### src/rtl/core/assert_macros.svh
// Assertion helpers shared by the RTL. Each use stands on a line of its own.
`ifndef ASSERT_MACROS_SVH
`define ASSERT_MACROS_SVH

// A property that must hold at every clock edge outside reset.
`define AST_PROP(label, prop) \
  label: assert property (@(posedge clk) disable iff (rst) (prop)) \
    else $error("assertion failed");

// An antecedent that must be followed in the same cycle by its consequent.
`define AST_IMPLY(label, ante, cons) \
  label: assert property (@(posedge clk) disable iff (rst) (ante) |-> (cons)) \
    else $error("assertion failed");

`endif

### src/rtl/core/rtcm_pkg.sv
`timescale 1ns / 1ps

package rtcm_pkg;

  // Slots for fragment lengths and sequence ids; the fragment id field is two bits.
  localparam int FRAG_SLOTS = 4;

  localparam logic [7:0] POS_MAX = 8'hFF;

  typedef logic [FRAG_SLOTS-1:0][7:0] len_arr_t;
  typedef logic [FRAG_SLOTS-1:0][4:0] seq_arr_t;

  // One result travelling from the accept stage toward the output register.
  typedef struct packed {
    logic       has;
    logic       use_mem;
    logic [7:0] byte_val;
    logic       last;
    logic       dropped;
  } result_t;

  // First slot at or after from, up to lfi, that holds bytes. Bit 2 set means none.
  function automatic logic [2:0] next_filled(input logic [2:0] from,
                                             input logic [1:0] lfi,
                                             input len_arr_t   lens);
    logic [2:0] found;
    found = 3'd4;
    for (int i = FRAG_SLOTS - 1; i >= 0; i--) begin
      if (3'(i) >= from && 2'(i) <= lfi && lens[i] != 8'd0) begin
        found = 3'(i);
      end
    end
    return found;
  endfunction

endpackage

### src/rtl/core/rtcm_out_stage.sv
`timescale 1ns / 1ps

module rtcm_out_stage (
  input  logic              clk,
  input  logic              rst,
  input  logic              ld,
  input  rtcm_pkg::result_t res,
  input  logic [7:0]        rdata,
  input  logic              out_stall,
  output logic              can_load,
  output logic              out_valid,
  output logic [7:0]        out_byte,
  output logic              out_last,
  output logic              dropped
);

  logic              s1_valid;
  rtcm_pkg::result_t s1_res;
  logic              s1_move;

  // The stage-one item moves on when the output register is empty or being taken.
  assign s1_move  = s1_valid && (!out_valid || !out_stall);
  assign can_load = !s1_valid || s1_move;

  always_ff @(posedge clk) begin
    if (rst) begin
      s1_valid <= 1'b0;
    end else if (can_load) begin
      s1_valid <= ld;
    end
  end

  always_ff @(posedge clk) begin
    if (ld && can_load) begin
      s1_res <= res;
    end
  end

  always_ff @(posedge clk) begin
    if (rst) begin
      out_valid <= 1'b0;
    end else if (s1_move) begin
      out_valid <= 1'b1;
    end else if (!out_stall) begin
      out_valid <= 1'b0;
    end
  end

  // Store data is registered when the item is accepted and held while stage one waits.
  always_ff @(posedge clk) begin
    if (s1_move) begin
      out_byte <= s1_res.use_mem ? rdata : s1_res.byte_val;
      out_last <= s1_res.last;
      dropped  <= s1_res.dropped;
    end
  end

endmodule
### config.mk
export PLATFORM = sky130hd
export DESIGN_NAME = rtcm_out_stage
export DESIGN_NICKNAME = d
export VERILOG_FILES = /design/src/rtl/core/assert_macros.svh /design/src/rtl/core/rtcm_pkg.sv /design/src/rtl/core/rtcm_out_stage.sv
export SDC_FILE = /design/constraint.sdc
export NUM_CORES = 1
export LEC_CHECK = 0
export BUFFER_PORTS_ARGS = -buffer_cell sky130_fd_sc_hd__buf_2
export CORE_ASPECT_RATIO = 1.1
export CORE_MARGIN = 1.5
export CORE_UTILIZATION = 31
export CTS_BUF_LIST = sky130_fd_sc_hd__clkbuf_4
export DETAILED_ROUTE_END_ITERATION = 12
export PLACE_DENSITY = 0.66
export SYNTH_ARGS = -nofsm -noshare
export SYNTH_HDL_FRONTEND = slang
export SYNTH_SLANG_ARGS = --single-unit
### constraint.sdc
create_clock -name clk -period 1.6 [get_ports clk]
set_clock_uncertainty 0.15 [all_clocks]
set_input_delay 0.16 -clock clk [delete_from_list [all_inputs] [get_ports clk]]
set_output_delay 0.16 -clock clk [all_outputs]
set_load 0.01 [all_outputs]
== Yosys cells after proc, flatten, opt, wreduce, memory -nomap -nowiden ==
Cells that the tools add are included.

* Reduce and logical (&&, ||, !) cells: 7
* Muxes and demuxes: 3
* Equality and inequality tests: 1

{| class="wikitable"
|+ Operators with widths
! operator !! number
|-
| $mux 8 || 1
|-
| $logic_not 1->1 || 3
|-
| $logic_and 1x1->1 || 2
|-
| $logic_or 1x1->1 || 2
|-
| $mux 1 || 2
|-
| $ne 2x1->1 const B || 1
|}

* Register bits after elaboration: 23

== Depth between registers and ports, before layout ==
Gate-level depths: netlist of run 1.

* Depth in word-level cells: 5
* Mapped depth: 2
* Mapped depth without buffers: 2

== Least setup slack after synthesis of run 1 ==
Ideal clock, no wire load.

* Kind: flip-flop to flip-flop
* From: reg out_valid
* To: reg dropped, enable pin
* Path slack: -0.085 ns
* Data arrival time: 1.143 ns
* Buffers on the path: 0
* Stages on the path, launching flop included: 2
* Period minus slack after synthesis: 1.685 ns
* Cells stage by stage: dfxtp_1 -> a21boi_0

* Cells in the longest elaborated chain, start to end: 3

{| class="wikitable"
|+ RTL lines
! what !! RTL line !! text
|-
| from (decl) || rtcm_out_stage.sv:11 || <nowiki>output logic out_valid,</nowiki>
|-
| from (signal assigned) || rtcm_out_stage.sv:41 || <nowiki>out_valid <= 1'b0;</nowiki>
|-
| from (signal assigned) || rtcm_out_stage.sv:43 || <nowiki>out_valid <= 1'b1;</nowiki>
|-
| from (signal assigned) || rtcm_out_stage.sv:45 || <nowiki>out_valid <= 1'b0;</nowiki>
|-
| $logic_not 1->1 || rtcm_out_stage.sv:22 || <nowiki>assign s1_move = s1_valid && (!out_valid || !out_stall);</nowiki>
|-
| $logic_or 1x1->1 || rtcm_out_stage.sv:22 ||
|-
| $logic_and 1x1->1 || rtcm_out_stage.sv:22 ||
|-
| via s1_move || rtcm_out_stage.sv:19 || <nowiki>logic s1_move;</nowiki>
|-
| to (signal assigned) || rtcm_out_stage.sv:54 || <nowiki>dropped <= s1_res.dropped;</nowiki>
|-
| to (decl) || rtcm_out_stage.sv:14 || <nowiki>output logic dropped</nowiki>
|}

The timed path passes the listed nets, and every way through them passes these cells.
A chain may end at the register's enable or synchronous reset.

== Worst setup path in the final report of run 1 ==
* From: in out_stall
* To: reg s1_valid

* Cells in the longest elaborated chain, start to end: 4

{| class="wikitable"
|+ RTL lines
! what !! RTL line !! text
|-
| from (decl) || rtcm_out_stage.sv:9 || <nowiki>input logic out_stall,</nowiki>
|-
| $logic_not 1->1 || -- ||
|-
| $logic_or 1x1->1 || rtcm_out_stage.sv:22 ||
|-
| $logic_and 1x1->1 || rtcm_out_stage.sv:22 ||
|-
| $logic_or 1x1->1 || rtcm_out_stage.sv:23 || <nowiki>assign can_load = !s1_valid || s1_move;</nowiki>
|-
| to (signal assigned) || rtcm_out_stage.sv:29 || <nowiki>s1_valid <= ld;</nowiki>
|-
| to (decl) || rtcm_out_stage.sv:17 || <nowiki>logic s1_valid;</nowiki>
|}

Every way passes these cells.

==> impl_metrics.py, run 1 <==
metrics = {
    "timing": {
        "min_period_ns": 1.54,
        "hold_violations": 0,
        "rsz0062_at_grt": "no",
        "setup_viol": 0,
        "worst_pin_slew_ns": 0.425,
        "relSlewSlack_pct": 71.6,
        "fin_setup_tns_ns": 0,
        "post-route-period-util_pct": 96.2,
        "max_freq_mhz": 650,
        "final_max_slew_viol_count": 0,
    },
    "worst_hold_path": {
        "hp-class": "in2reg",
        "min_path_cells": 2,
    },
    "worst_setup_path": {
        "required_ns": 1.70,
        "critPathMaxFanout": 3,
        "reg2regPathDepth": 3,
        "critPathArrivalTime_ns": 1.64,
        "cp-start-kind": "input port",
        "worstSetupEndpointType": "register",
        "path_class": "in2reg",
    },
    "global_route": {
        "antenna_found_initial": 0,
        "first_global_vias": 579,
        "grt_pass1_wl_um": 2310,
        "track_usage_pct": 11.0,
        "overflow": 0,
        "grt_max_degree": 13,
    },
    "die": {
        "boundaryPins": 36,
        "die_w_um": 52.6,
        "core_area_um2": 2540,
        "die_h_um": 57.5,
        "dieArea_um2": 3030,
        "rows": 19,
        "start_util_pct": 33.0,
    },
    "layout": {
        "final_common_cell": "buf_2",
        "layout-drive-gt1-share_pct": 50.0,
        "antenna_cells": 0,
        "final_core_util_pct": 50.7,
        "nets": 123,
        "final_cell_mix": "buf_2 (34), edfxtp_1 (21), dlygate4sd3_1 (21)",
        "syn_to_final_growth_pct": 53.9,
    },
    "pwr": {
        "p_total_w": 0.00111,
        "ir_drop_uv": 744,
        "p_per_area_nw_per_um2": 864,
        "leakage_nw": 0.546,
    },
    "drt": {
        "viasPerCell": 4.19,
        "ant_nets": 0,
        "dr.pass1.iters": 2,
        "drt-initial-drc-count": 5,
        "vias": 540,
        "wl_um": 1500,
        "avgRoutedWirePerCell_um": 11.6,
        "drcViolationCount": 0,
    },
    "placed_design": {
        "gp_congestion": 0.669,
        "portBuffers": 34,
    },
    "synth": {
        "synth-seq-cells": 23,
        "synth.yosys.seq_area_share_pct": 80.0,
        "syn_area_um2": 838,
        "yosysTopAreaCell": "edfxtp_1",
        "synth_nets": 63,
        "avgSynthCellArea_um2": 21.5,
        "synth_cells": 39,
        "synthTopCellsByArea": "edfxtp_1 (75%), mux2_4 (14%), dfxtp_1 (4.8%)",
        "synth_cell_type_count": 10,
        "yosysWarningCount": 0,
        "yosys.area.top_type_share_pct": 75.2,
    },
    "clocking": {
        "cts_tree": "yes",
        "clock_sinks": 23,
        "worst_skew_pair.late_latency_ns": 0.30,
        "path_clk_slew_ns": 0.11,
        "cts_root_buf": "clkbuf_4",
        "htreeDepth": 1,
        "cts_setup_buffers": 0,
        "clock_path_buffers": 2,
        "cts_buffers": 3,
    },
    "run_status": {
        "status": "finished, final reports clean",
    },
    "run": {
        "drv_cap": 0,
    },
}
==> sequential cells by signal (all words and copies together) (netlist names) <==
signal / cells
dropped: 1
out_byte: 8
out_last: 1
out_valid: 1
s1_res: 11
s1_valid: 1
==> synth_stat cells, drive strengths merged <==
cell type  count
edfxtp        21
mux2           8
a21oi          2
dfxtp          2
a21boi         1
and2           1
buf            1
inv            1
nand3          1
nor2           1
==> critical path, cell delays in order <==
cell	delay, ns
dlygate4sd3_1	0.52
buf_2	0.14
nand3_2	0.10
a21oi_1	0.16
dlygate4sd3_1	0.56
==> power breakdown <==
part,internal [W],leakage (nW),switching [W]
registers,0.000694,0.218,0.0000143
clock network,0.000114,0.0184,0.000156
logic,0.0000903,0.310,0.0000455
total,0.000898,0.546,0.000216
==> what timing repair did <==
item                       CTS  global route
hold buffers                17             4
setup endpoints to repair    0            12
resized for setup            0             2
hold endpoints to repair    16             4
==> area by class of cell <==
class | count | area (um2)
clock buffers | 4 | 30.0
flip-flops and latches | 23 | 671
multi-input cells | 14 | 159
inverters | 1 | 3.75
fillers | 209 | 1250
well taps | 31 | 38.8
repair buffers | 56 | 388
==> cells by family (layout without fill, tap and decap cells) <==
group	after synthesis	after routing	share of synthesized area (%)
compound gates	3	3	2.09
buf+inv	2	61	1.79
mux	8	8	14.3
flops	23	23	80.0
simple gates	3	3	1.79
==> per-stage QoR <==
step	instances	setup WS (ns)	hold slack, ns	area (um2)
6_report	129	0.0616	0.0205	1290
5_1_grt	129	0.0311	0.0110	1290
4_1_cts	125	0.0440	0.00142	1240
3_3_place_gp	104	0.264	0.183	1040
2_1_floorplan	39	0.178	0.0791	838
3_5_place_dp	104	0.221	0.188	1040
==> worst paths after layout <==
path,from,end,slack [ns]
hold reg to reg,s1_res[1],out_last,0.29
setup / recovery,out_stall,s1_valid,0.06
hold / removal,rdata[6],out_byte[6],0.02
setup reg to reg,out_valid,s1_valid,0.16
==> routing by layer <==
layer  routed length [um]  track usage, %  vias up
met1                  464            9.27      244
li1                     -               -      267
met2                  881            21.6       27
met3                  143            3.40        2
met4                   12            5.49        0
met5                    0               0        -
(Power assumes the default switching activity.)
==> inputs of run 2 (changes only) <==
--- a/config.mk
+++ b/config.mk
@@ -11,7 +11,7 @@
 export CORE_UTILIZATION = 31
 export CTS_BUF_LIST = sky130_fd_sc_hd__clkbuf_4
 export DETAILED_ROUTE_END_ITERATION = 12
-export PLACE_DENSITY = 0.66
+export PLACE_DENSITY = 0.64
 export SYNTH_ARGS = -nofsm -noshare
 export SYNTH_HDL_FRONTEND = slang
 export SYNTH_SLANG_ARGS = --single-unit
==> constraint.sdc (replaced) <==
create_clock -name clk -period 1.85 [get_ports clk]
set_clock_uncertainty 0.15 [all_clocks]
set_input_delay 0.185 -clock clk [delete_from_list [all_inputs] [get_ports clk]]
set_output_delay 0.185 -clock clk [all_outputs]
set_load 0.01 [all_outputs]
==> run 2 against run 1 <==
Worst hold slack got worse by 0.016 ns; count of clock-buffer cells in the layout down 1; non-clock buffer count down 4; highest routed layer unchanged; wire length fell by 4.5%; total power is 14% lower; sequential cell count unchanged; sequential share of layout area rose by 1.9 points; core utilization shrank 1.8 points; first-iteration DRC count is 20% higher; sequential power decreased by 14%; register-to-register slack improved by 0.26 ns; cell area down 3.6%; critical endpoint is now s1_res[6].
==> impl_metrics.py, run 2 (synthesized netlist as in run 1, its figures left out) <==
metrics = {
    "clocking": {
        "cts_tree": "yes",
        "cts_root_buf": "clkbuf_4",
        "cts_buffers": 3,
        "clock_sinks": 23,
        "worst_skew_pair.late_latency_ns": 0.33,
        "htreeDepth": 1,
        "path_clk_slew_ns": 0.13,
        "clock_path_buffers": 2,
    },
    "die": {
        "rows": 19,
        "core_area_um2": 2540,
        "dieArea_um2": 3030,
        "die_w_um": 52.6,
        "die_h_um": 57.5,
        "boundaryPins": 36,
        "start_util_pct": 33.0,
    },
    "timing": {
        "max_freq_mhz": 645,
        "relSlewSlack_pct": 69.9,
        "hold_violations": 0,
        "rsz0062_at_grt": "no",
        "setup_slack_ns": 0.299,
        "setup_viol": 0,
        "post-route-period-util_pct": 83.8,
        "min_period_ns": 1.55,
        "fin_setup_tns_ns": 0,
        "final_max_slew_viol_count": 0,
        "worst_pin_slew_ns": 0.451,
    },
    "drt": {
        "wl_um": 1430,
        "ant_nets": 0,
        "vias": 524,
        "avgRoutedWirePerCell_um": 11.5,
        "dr.pass1.iters": 2,
        "drcViolationCount": 0,
        "drt-initial-drc-count": 6,
        "viasPerCell": 4.19,
    },
    "global_route": {
        "antenna_found_initial": 0,
        "gr-usage-met2_pct": 20.4,
        "overflow": 0,
        "grt_use_met1_pct": 8.26,
        "first_global_vias": 562,
        "use_met3_pct": 2.36,
        "grt_most_used_layer": "met2",
        "grt_pass1_wl_um": 2150,
        "track_usage_pct": 10.2,
        "grt_max_degree": 15,
    },
    "worst_setup_path": {
        "critPathMaxFanout": 11,
        "worstSetupEndpointType": "register",
        "required_ns": 1.69,
        "critPathArrivalTime_ns": 1.39,
        "path_class": "in2reg",
        "cp-start-kind": "input port",
    },
    "worst_hold_path": {
        "hp-class": "in2reg",
    },
    "layout": {
        "layout-drive-gt1-share_pct": 50.0,
        "antenna_cells": 0,
        "largest_register_ffs": 11,
        "num-fill-cells": 211,
        "top_regs": "s1_res x11, out_byte x8",
        "syn_to_final_growth_pct": 48.4,
        "final_common_cell": "buf_2",
        "largest_register": "s1_res",
        "final_cell_mix": "buf_2 (34), edfxtp_1 (21), dlygate4sd3_1 (17)",
        "nets": 119,
    },
    "run": {
        "drv_cap": 0,
    },
    "run_status": {
        "status": "finished, final reports clean",
    },
    "pwr": {
        "ir_drop_uv": 576,
        "leakage_nw": 0.523,
        "p_per_area_nw_per_um2": 772,
    },
    "placed_design": {
        "gp_congestion": 0.616,
        "place_ws_ns": 0.481,
        "portBuffers": 34,
    },
}
==> run 2: cell type report <==
| type | instances | area, um2 | share of cell area, % |
|---|---|---|---|
| clock buffers | 3 | 22.5 | 1.81 |
| clock inverters | 1 | 7.51 | 0.604 |
| inverters | 1 | 3.75 | 0.302 |
| multi-input cells | 14 | 153 | 12.3 |
| flip-flops and latches | 23 | 671 | 53.9 |
| well taps | 31 | 38.8 | 3.12 |
| repair buffers | 52 | 348 | 28.0 |
==> run 2: timing repair <==
item,CTS,global route
buffers inserted,0,0
hold endpoints to repair,16,0
resized for setup,0,0
hold buffers,17,0
==> run 2: where the power goes <==
group / internal, W / switching (W)
logic: 0.0000720 / 0.0000367
clock network: 0.0000830 / 0.000156
registers: 0.000600 / 0.0000121
==> run 2: critical path, stage by stage <==
cell	delay [ns]
dlygate4sd3_1	0.53
buf_2	0.13
nand3_1	0.11
and2_1	0.42
==> run 2: worst paths after layout <==
check,cells past startpoint,to,slack (ns),startpoint
worst max-delay path,4,s1_res[6],0.30,out_stall
worst min-delay path,2,out_byte[3],0.005,rdata[3]
worst max register to register,3,s1_valid,0.42,out_valid
worst min register to register,0,dropped,0.29,s1_res[0]
==> run 2: layer usage <==
metal | vias to the layer above | routed length, um
met5 | - | 0
met4 | 0 | 38
met3 | 3 | 100
met2 | 24 | 816
met1 | 238 | 478
li1 | 259 | -
==> run 2: through the flow <==
stage | hold slack [ns] | cell area [um2] | instances | util (%) | total power [W]
finish | 0.00498 | 1240 | 125 | 48.9 | 0.000960
global placement | 0.204 | 1040 | 104 | 41.0 | 0.000701
CTS | 0.00457 | 1240 | 125 | 48.9 | 0.000967
global route | 0.000201 | 1240 | 125 | 48.9 | 0.000998
floorplan | 0.104 | 838 | 39 | - | 0.000665
detailed placement | 0.211 | 1040 | 104 | 41.0 | 0.000706
==> inputs of run 3 (changes only) <==
--- a/config.mk
+++ b/config.mk
@@ -5,6 +5,7 @@
 export SDC_FILE = /design/constraint.sdc
 export NUM_CORES = 1
 export LEC_CHECK = 0
+export ABC_AREA = 1
 export BUFFER_PORTS_ARGS = -buffer_cell sky130_fd_sc_hd__buf_2
 export CORE_ASPECT_RATIO = 1.1
 export CORE_MARGIN = 1.5
==> constraint.sdc (replaced) <==
create_clock -name clk -period 1.5 [get_ports clk]
set_clock_uncertainty 0.15 [all_clocks]
set_input_delay 0.15 -clock clk [delete_from_list [all_inputs] [get_ports clk]]
set_output_delay 0.15 -clock clk [all_outputs]
set_load 0.01 [all_outputs]
==> run 3 against run 2 <==
Sequential share of layout area down 1.3 points; non-clock buffer count up 5; sequential cell count unchanged; die area down 2.0%; register-to-register slack worse by 0.30 ns; total power up 23%; final cell count up 18%; worst hold slack better by 0.19 ns; critical path depth down 1; synthesized area down 2.1%; critical endpoint is now s1_valid.
==> impl_metrics.py, run 3 <==
metrics = {
    "timing": {
        "setup_viol": 0,
        "min_period_ns": 1.38,
        "fin_setup_tns_ns": 0,
        "rsz0062_at_grt": "no",
        "max_freq_mhz": 725,
        "hold_violations": 0,
        "worst_pin_slew_ns": 0.398,
        "fin_hold_ws_ns": 0.195,
        "final_max_slew_viol_count": 0,
        "post-route-period-util_pct": 92.0,
        "relSlewSlack_pct": 73.5,
    },
    "layout": {
        "nets": 142,
        "layout-drive-gt1-share_pct": 34.2,
        "syn_to_final_growth_pct": 55.6,
        "largest_register": "s1_res",
        "final_core_util_pct": 51.2,
        "num-fill-cells": 210,
        "antenna_cells": 0,
        "largest_register_ffs": 11,
        "final_cell_mix": "buf_2 (34), dlygate4sd3_1 (22), edfxtp_1 (21)",
        "top_regs": "s1_res x11, out_byte x8",
        "final_common_cell": "buf_2",
        "final_cells": 148,
    },
    "worst_setup_path": {
        "reg2reg_to": "s1_valid",
        "required_ns": 1.61,
        "cp-start-kind": "register",
        "path_class": "reg2reg",
        "critPathMaxFanout": 3,
        "reg2regPathDepth": 3,
        "timing.rr.start": "s1_valid",
        "critPathArrivalTime_ns": 1.49,
        "r2r_setup_slack_ns": 0.12,
        "worstSetupEndpointType": "register",
    },
    "clocking": {
        "cts_tree": "yes",
        "cts_buffers": 3,
        "clock_sinks": 23,
        "worst_skew_pair.late_latency_ns": 0.31,
        "cts_root_buf": "clkbuf_4",
        "path_clk_slew_ns": 0.12,
        "clock_path_buffers": 2,
        "htreeDepth": 1,
    },
    "synth": {
        "yosysTopAreaCell": "edfxtp_1",
        "syn_area_um2": 821,
        "synth_common_cells": "edfxtp_1 (21), inv_1 (11), nand2_1 (10)",
        "synth_nets": 81,
        "yosysWarningCount": 0,
        "synthTopCellsByArea": "edfxtp_1 (77%), inv_1 (5.0%), dfxtp_1 (4.9%)",
        "synth_most_common_cell": "edfxtp_1",
        "synth_edf_count": 21,
        "yosys.area.top_type_share_pct": 76.8,
        "synth-seq-cells": 23,
        "synthFlopType": "edfxtp_1",
        "synth_cells": 57,
        "synth_cell_type_count": 8,
        "synth.yosys.seq_area_share_pct": 81.7,
        "async_flop_share_pct": 0,
        "avgSynthCellArea_um2": 14.4,
    },
    "die": {
        "core_area_um2": 2500,
        "start_util_pct": 32.9,
        "die_h_um": 57.0,
        "dieArea_um2": 2970,
        "boundaryPins": 36,
        "rows": 19,
        "die_w_um": 52.1,
    },
    "global_route": {
        "grt_max_degree": 17,
        "antenna_found_initial": 0,
        "overflow": 0,
        "track_usage_pct": 12.6,
        "first_global_vias": 595,
        "grt_pass1_wl_um": 2620,
    },
    "placed_design": {
        "portBuffers": 34,
        "dp_cells": 122,
        "post-dp-hpwl_um": 1050,
        "gp_congestion": 0.691,
    },
    "drt": {
        "dr.pass1.iters": 4,
        "avgRoutedWirePerCell_um": 11.2,
        "vias": 605,
        "wl_um": 1660,
        "drcViolationCount": 0,
        "viasPerCell": 4.09,
        "ant_nets": 0,
        "drt-initial-drc-count": 28,
    },
    "pwr": {
        "leakage_nw": 0.564,
        "ir_drop_uv": 703,
        "p_per_area_nw_per_um2": 928,
    },
    "worst_hold_path": {
        "hold_end": "out_byte[4]",
        "hold_start": "out_stall",
        "min_path_cells": 3,
        "hp-class": "in2reg",
    },
    "run": {
        "drv_cap": 0,
    },
    "run_status": {
        "status": "finished, final reports clean",
    },
}
## run 3: cell types whose count changed after synthesis, sizes merged
cell,before,now
o21ai,0,8
and2,1,0
inv,1,11
nand2,0,10
a21boi,1,0
nor2,1,0
mux2,8,0
a21oi,2,3
## run 3: worst max-delay path by stage
stage | from | endpoint | slack (ns) | cells past startpoint
final | s1_valid | s1_valid | 0.12 | 3
after global routing | out_valid | s1_valid | 0.05 | 3
after CTS | out_valid | s1_valid | 0.10 | 3
after detailed placement | out_valid | s1_res[3] | 0.17 | 3
after global placement | out_valid | s1_res[4] | 0.25 | 3
after floorplan | out_valid | dropped | 0.07 | 1
## run 3: area by class of cell
type	instances	area, um2	share of cell area [%]
flip-flops and latches	23	672	52.6
well taps	31	38.8	3.04
multi-input cells	22	97.6	7.64
clock buffers	4	30.0	2.35
inverters	11	41.3	3.23
repair buffers	57	398	31.1
## run 3: logic make-up after synthesis
group           share of synthesized area [%]
simple gates                             5.18
compound gates                           6.71
buf+inv                                  6.40
flops                                    81.7
## run 3: stage by stage
stage	total power [W]	cell area, um2	worst slack, ns
after floorplan	0.000806	821	0.0728
after global placement	0.000852	1030	0.253
after detailed placement	0.000858	1030	0.166
after CTS	0.00118	1270	0.101
after global routing	0.00123	1280	0.0527
final	0.00119	1280	0.120
## run 3: report_power, final
group	internal, W	switching, W	leakage [nW]
Sequential	0.000741	0.0000140	0.219
Combinational	0.0000789	0.0000542	0.327
Clock	0.000122	0.000175	0.0184
Total	0.000942	0.000243	0.564
## run 3: what timing repair did
item / 4_1_cts / 5_1_grt
setup endpoints to repair: 0 / 1
hold endpoints to repair: 20 / 1
hold buffers: 21 / 1
resized for setup: 0 / 1
buffers inserted: 0 / 0
## run 3: worst max-delay path, cell delays in order (launching register included)
cell	delay [ns]
dfxtp_1	0.37
nand3_1	0.14
a21oi_1	0.14
dlygate4sd3_1	0.54
## run 3: routing by layer
metal / vias up / share of wire (%) / GRT usage, % / routed length (um)
li1: 311 / - / - / -
met1: 263 / 34 / 12.5 / 571
met2: 28 / 56 / 22.2 / 925
met3: 3 / 8.6 / 5.24 / 143
met4: 0 / 1.3 / 5.64 / 21
met5: - / 0 / 0 / 0
